## src/hdl/tlss_pkg.sv

```systemverilog
package tlss_pkg;

    localparam int MaxSteps      = 24;
    localparam int DefSteps      = 16;
    localparam int HalfTurnQ7    = 23040;
    localparam int FullTurnQ7    = 46080;
    localparam int QuarterQ16    = 5898240;
    localparam int HalfQ16       = 11796480;
    localparam int InvGainQ30    = 652032874;
    localparam logic [15:0] TurnRateRst = 16'd11520;
    localparam logic [15:0] ArrRadRst   = 16'd1280;

    // vector cordic data path widths
    localparam int VW = 44;
    // rotation cordic x/y width, and the angle width shared by both chains
    localparam int RW = 33;
    localparam int ZW = 26;

    localparam logic [0:0] RegTurnRate = 1'b0;
    localparam logic [0:0] RegArrRad   = 1'b1;

    function automatic logic signed [ZW-1:0] atan_q16(input int i);
        logic signed [ZW-1:0] v;
        begin
            case (i)
                0: v = 26'sd2949120;   1: v = 26'sd1740967;  2: v = 26'sd919879;
                3: v = 26'sd466945;    4: v = 26'sd234378;   5: v = 26'sd117304;
                6: v = 26'sd58666;     7: v = 26'sd29335;    8: v = 26'sd14668;
                9: v = 26'sd7334;      10: v = 26'sd3667;    11: v = 26'sd1833;
                12: v = 26'sd917;      13: v = 26'sd458;     14: v = 26'sd229;
                15: v = 26'sd115;      16: v = 26'sd57;      17: v = 26'sd29;
                18: v = 26'sd14;       19: v = 26'sd7;       20: v = 26'sd4;
                21: v = 26'sd2;        22: v = 26'sd1;
                default: v = '0;
            endcase
            return v;
        end
    endfunction

    // item context carried beside the cordic cells
    typedef struct packed {
        logic signed [23:0] px;
        logic signed [23:0] py;
        logic signed [23:0] gx;
        logic signed [23:0] gy;
        logic signed [15:0] head;
        logic [19:0]        speed;
        logic [15:0]        dt;
        logic               arr;
        logic               zero;
    } t_ctx;

endpackage

```

## src/hdl/tlss_rot_cell.sv

```systemverilog
module tlss_rot_cell
    import tlss_pkg::*;
#(
    parameter int STEP = 0
) (
    input  logic                 i_clk,
    input  logic                 i_en,
    input  logic signed [RW-1:0] i_x,
    input  logic signed [RW-1:0] i_y,
    input  logic signed [ZW-1:0] i_z,
    input  t_ctx                 i_ctx,
    output logic signed [RW-1:0] o_x,
    output logic signed [RW-1:0] o_y,
    output logic signed [ZW-1:0] o_z,
    output t_ctx                 o_ctx
);
    logic signed [RW-1:0] r_x, r_y;
    logic signed [ZW-1:0] r_z;
    t_ctx r_ctx;
    always_ff @(posedge i_clk) begin
        if (i_en) begin
            if (!i_z[ZW-1]) begin
                r_x <= i_x - (i_y >>> STEP);
                r_y <= i_y + (i_x >>> STEP);
                r_z <= i_z - atan_q16(STEP);
            end else begin
                r_x <= i_x + (i_y >>> STEP);
                r_y <= i_y - (i_x >>> STEP);
                r_z <= i_z + atan_q16(STEP);
            end
            r_ctx <= i_ctx;
        end
    end
    assign o_x = r_x;
    assign o_y = r_y;
    assign o_z = r_z;
    assign o_ctx = r_ctx;
endmodule

```

## config.mk

```make
export PLATFORM = sky130hd
export DESIGN_NAME = tlss_rot_cell
export DESIGN_NICKNAME = d
export VERILOG_FILES = /design/src/hdl/tlss_pkg.sv /design/src/hdl/tlss_rot_cell.sv
export SDC_FILE = /design/constraint.sdc
export NUM_CORES = 1
export LEC_CHECK = 0
export BUFFER_PORTS_ARGS = -buffer_cell sky130_fd_sc_hd__buf_4
export CAP_MARGIN = 30
export CELL_PAD_IN_SITES_DETAIL_PLACEMENT = 0
export CELL_PAD_IN_SITES_GLOBAL_PLACEMENT = 1
export CORE_ASPECT_RATIO = 0.9
export CORE_MARGIN = 2
export CORE_UTILIZATION = 38
export DETAILED_ROUTE_END_ITERATION = 7
export GPL_TIMING_DRIVEN = 0
export PLACE_DENSITY_LB_ADDON = 0.12
export SLEW_MARGIN = 5
export SYNTH_ARGS = -nofsm -noshare
export SYNTH_HDL_FRONTEND = slang
export SYNTH_SLANG_ARGS = --single-unit
```

## constraint.sdc

```tcl
create_clock -name i_clk -period 3.2 [get_ports i_clk]
set_clock_uncertainty 0.05 [all_clocks]
set_input_delay 0.32 -clock i_clk [delete_from_list [all_inputs] [get_ports i_clk]]
set_output_delay 0.32 -clock i_clk [all_outputs]
set_load 0.01 [all_outputs]
```

# Yosys cells after proc, flatten, opt, wreduce, memory -nomap -nowiden
# Cells that the tools add are included.
dict set report op_classes {
  add_sub_neg 5
  mul 0
  div_mod_pow 0
  order_cmp 0
  n_eq_ne 0
  shifts 0
  n_mux 3
  n_bitwise 0
  n_reduce_logical 0
}
# cell count
set op_table {}
lappend op_table {{33-bit two-way mux} 2}
lappend op_table {{33-bit subtractor} 2}
lappend op_table {{33-bit adder} 1}
lappend op_table {{26-bit by 23-bit adder with 26-bit output, second input constant} 1}
lappend op_table {{26-bit two-way mux} 1}
lappend op_table {{26-bit by 23-bit subtractor with 26-bit output, second input constant} 1}
dict set report word_totals {
  regBits 242
  latch_bits 0
  ram_bits 0
  rom_bits 0
  mem_count 0
}

# Depth between registers and ports, before layout
dict set report depth {
  ltp_word 2
  ltp_mapped 13
}

# Worst setup path before layout
# No wires, ideal clock.
dict set report synth_timing {
  path_kind {input to register}
  from {in i_z[25]}
  to {reg r_z[25] (netlist: o_z[25]) (data pin)}
  setup_ns 0.167
  t_arrival_ns 2.484
  required_ns 2.983
  slack_ns 0.498
  cell_stages 12
  path_buffers 2
  path_cell_list {clkbuf_1 > inv_2 > clkbuf_1 > ha_1 > a21o_1 > a21oi_1 > o21bai_1 > a21oi_1 > o21bai_1 > a21oi_1 > nor2_1 > a211oi_1}
}
dict set report synth_via {
  elab_chain_cells 2
}
# element line_no
set synth_lines {}
lappend synth_lines {{from (decl)} tlss_rot_cell.sv:10} ;# input logic signed [ZW-1:0] i_z,
lappend synth_lines {{26-bit by 23-bit subtractor with 26-bit output or 26-bit by 23-bit adder with 26-bit output (tied branches)} {tlss_rot_cell.sv:25, tlss_rot_cell.sv:29}}
lappend synth_lines {{26-bit two-way mux (*)} tlss_rot_cell.sv:22} ;# if (!i_z[ZW-1]) begin
lappend synth_lines {{to (signal assigned)} tlss_rot_cell.sv:25} ;# r_z <= i_z - atan_q16(STEP);
lappend synth_lines {{to (signal assigned)} tlss_rot_cell.sv:29} ;# r_z <= i_z + atan_q16(STEP);
lappend synth_lines {{to (decl)} tlss_rot_cell.sv:18} ;# logic signed [ZW-1:0] r_z;
# Mark *: on every way between the ends. The rest lies on a longest branch, timed or not.
# A chain may end at the register's enable or synchronous reset.

# Worst setup path in the final report
dict set report layout_timing {
  from {in i_x[4]}
  to {reg r_y[30] (netlist: o_y[30]) (data pin)}
}
dict set report layout_via {
  elab_chain_cells 2
}
# element line_no
set layout_lines {}
lappend layout_lines {{from (decl)} tlss_rot_cell.sv:8} ;# input logic signed [RW-1:0] i_x,
lappend layout_lines {{33-bit adder or 33-bit subtractor (tied branches)} {tlss_rot_cell.sv:24, tlss_rot_cell.sv:28}}
lappend layout_lines {{33-bit two-way mux (*)} tlss_rot_cell.sv:22}
lappend layout_lines {{to (signal assigned)} tlss_rot_cell.sv:24} ;# r_y <= i_y + (i_x >>> STEP);
lappend layout_lines {{to (signal assigned)} tlss_rot_cell.sv:28} ;# r_y <= i_y - (i_x >>> STEP);
lappend layout_lines {{to (decl)} tlss_rot_cell.sv:17} ;# logic signed [RW-1:0] r_x, r_y;
# Marks and branches as above.

==> results.py <==
metrics = {
    "route": {
        "dr.first_iter.drc_count": 828,
        "routed_wirelength_um": 55440,
        "drc": 0,
        "avgViaCountPerCell": 5.189,
        "vias": 11800,
        "final_antenna_net_count": 0,
        "first_pass_iters": 5,
        "wl_per_cell_um": 24.37,
    },
    "global_routing": {
        "grt_pass1_vias": 11560,
        "grt_max_degree": 120,
        "grt_use_total_pct": 29.68,
        "grt_pass1_wl_um": 78350,
        "grt_overflow": 0,
        "antenna_found_initial": 6,
    },
    "sta": {
        "fin_crit_ns": 2.970,
        "fin_crit_sh_pct": 92.81,
        "relSlewSlack_pct": 37.72,
        "hold_viol": 0,
        "fmax_mhz": 336.7,
        "fin_hold_ws_ns": 0.04454,
        "rsz0062_at_grt": "no",
        "finalSetupViolCount": 0,
        "finalMaxSlewViolations": 0,
        "worst_pin_slew_ns": 0.9343,
    },
    "logic_synthesis": {
        "synth_adder_area_share_pct": 10.56,
        "synth_edf_count": 241,
        "synth_ff_type": "edfxtp_1",
        "synth_area_um2": 13080,
        "yosysSeqAreaShare_pct": 55.32,
        "synth_xor_area_share_pct": 4.686,
        "postSynthCellCount": 1104,
        "synth_top_family_by_area": "compound AO/OA/AOI/OAI gates",
        "syn-num-nets": 1456,
        "synth-seq-cells": 241,
        "synth-async-reset-ratio_pct": 0,
        "syn_avg_cell_area_um2": 11.85,
        "yosys.area_share.simple_pct": 8.311,
        "synth_cell_type_count": 79,
        "synth_mux_area_share_pct": 1.148,
        "ys.warnings.count": 0,
        "synth_compound_area_share_pct": 15.39,
    },
    "clocking": {
        "cts_root_buf": "clkbuf_16",
        "cts_made_buffers": 28,
        "cts_setup_buffers": 0,
        "htreeDepth": 1,
        "clkTransAtPathRegs_ns": 0.06,
        "cts_tree": "yes",
        "clkSinkCount": 241,
        "clockBufferDepth": 3,
    },
    "place": {
        "gp_congestion": 0.9054,
        "dp_cells": 2054,
        "dp_hpwl_um": 41600,
        "port_buffers": 485,
    },
    "die": {
        "core_area_um2": 33950,
        "die_h_um": 180.0,
        "core.rowCount": 64,
        "io_pins": 486,
        "initial_core_util_pct": 38.53,
        "die_area_um2": 35930,
        "die_w_um": 199.6,
    },
    "status": {
        "status": "finished clean",
    },
    "hold_path": {
        "min_path_type": "in2reg",
        "min_path_cells": 2,
    },
    "cells_and_area": {
        "final_layout_size_suffix_gt1_share_pct": 32.28,
        "finalNetCount": 2142,
        "area_delta_synth_final_pct": 52.36,
        "seq_area_um2": 7237,
        "multi_input_area_um2": 5251,
        "fin_cells": 2275,
        "fill_cells": 2866,
    },
    "critical_path": {
        "path_cells": "buf_4 > inv_1 > ha_1 > buf_4 > a21oi_1 > a31oi_1 > a211oi_2 > o21ai_2 > a21oi_2 > o21ai_0 > a221oi_1 > mux2i_1 > xor2_1",
        "cp.arrival_ns": 3.24,
        "cp.depth": 13,
        "cp_common_cell": "buf_4",
        "cp_num_buf_inv": 3,
        "cp-start-kind": "primary input",
        "cp.required_ns": 3.47,
        "critPathMaxFanout": 10,
        "critPathTopFamily": "compound AO/OA/AOI/OAI gates",
        "max_stage_delay_ns": 0.53,
        "crit_path_end_kind": "register",
        "worstSetupPathType": "in2reg",
        "crit_path_top_delay_cell": "a211oi_2",
    },
    "power": {
        "powerDensity_nw_per_um2": 486.4,
        "finalPower_mw": 9.696,
        "leakage_nw": 8.645,
        "ir_drop_mv": 0.3847,
    },
    "flow_run": {
        "drv_cap": 0,
    },
}
-- per-stage QoR --
stage / setup slack, ns / TNS [ns] / instance area [µm²] / utilization [%]
floorplan: 0.4984 / 0 / 13080 / -
global placement: -0.6307 / -5.654 / 17300 / 50.96
detailed placement: -0.3944 / -3.727 / 17380 / 51.19
CTS: 0.2106 / 0 / 19890 / 58.59
global route: 0.06667 / 0 / 19930 / 58.69
finish: 0.2300 / 0 / 19930 / 58.71
-- repair_timing --
| action | CTS | global route |
|---|---|---|
| gates resized for setup | 0 | 1 |
| endpoints found under the hold margin | 167 | 0 |
| hold buffers | 167 | 0 |
| endpoints found under the setup margin | 0 | 1 |
-- layout make-up --
cell class	count	area share [%]
flip-flops and latches	241	36.31
clock inverters	13	0.6214
plain buffers	42	1.073
diodes	7	0.08788
repair buffers	656	27.12
clock buffers	33	3.609
multi-input cells	718	26.34
well taps	462	2.900
inverters	103	1.940
-- path summary, 6_finish.rpt --
check    start  endpoint
min    i_z[17]   o_z[17]
max     i_x[4]   o_y[30]
-- state kept, by name (all words and copies together), names as in the netlist --
register  flops
o_y          33
o_ctx       150
o_z          26
o_x          32
-- power breakdown --
group	internal [mW]	total (mW)	switching, mW
clock	1.68	3.07	1.38
sequential	3.90	4.02	0.120
combinational	1.19	2.61	1.42
total	6.78	9.70	2.92
-- cells in the mapped netlist (6+ instances only) --
cell type	n	area, µm²
nand4_1	8	50.05
buf_4	7	52.55
or3_1	6	37.54
nor2_1	77	289.0
a21oi_1	111	555.5
a31oi_1	11	68.82
o211ai_1	13	97.59
nand2b_1	6	37.54
o21bai_1	27	202.7
nor2b_1	10	62.56
nor4_1	8	50.05
inv_1	96	360.4
nor3_1	14	70.07
mux2i_1	15	150.1
edfxtp_1	241	7237
clkbuf_1	12	45.04
buf_1	9	33.78
xnor2_1	63	551.8
xor2_1	7	61.31
a21o_1	18	135.1
o21ai_1	15	75.07
o21ai_0	44	220.2
ha_1	104	1301
a211oi_1	8	60.06
nand3_1	10	50.05
buf_2	12	60.06
nand2_1	48	180.2
-- cell families (layout without fill, tap and decap cells) --
| group | after synthesis | count (layout) |
|---|---|---|
| xor gates and xnor gates | 70 | 70 |
| muxes | 15 | 15 |
| buffers and inverters | 145 | 847 |
| AOI/OAI and AO/OA | 307 | 307 |
| other | 0 | 7 |
| and+or+nand+nor | 218 | 218 |
| DFF | 241 | 241 |
| adders and majority gates | 108 | 108 |
-- layout by cell type, fill, tap and decap left out, drive strengths merged, types with 8 or more instances in the layout --
cell type / instances
o21ai: 60
a21o: 18
clkinv: 12
o21bai: 27
inv: 100
nor4: 10
ha: 104
mux2i: 15
nor2b: 10
edfxtp: 241
a211oi: 9
xnor2: 63
a31oi: 12
nor2: 77
o211ai: 13
o31ai: 8
a21oi: 116
buf: 519
dlygate4sd3: 167
nand2: 48
nand4: 8
nor3: 15
clkbuf: 45
nand3: 10
-- metal layers --
| layer | track usage (%) | vias to the layer above | part of all wire (%) |
|---|---|---|---|
| li1 | - | 5388 | - |
| met1 | 40.07 | 5865 | 43 |
| met2 | 48.00 | 455 | 47 |
| met3 | 5.446 | 94 | 7.0 |
| met4 | 10.01 | 2 | 3.6 |
| met5 | 0 | - | 0.023 |
No activity file was read; power rests on OpenSTA's default activity.
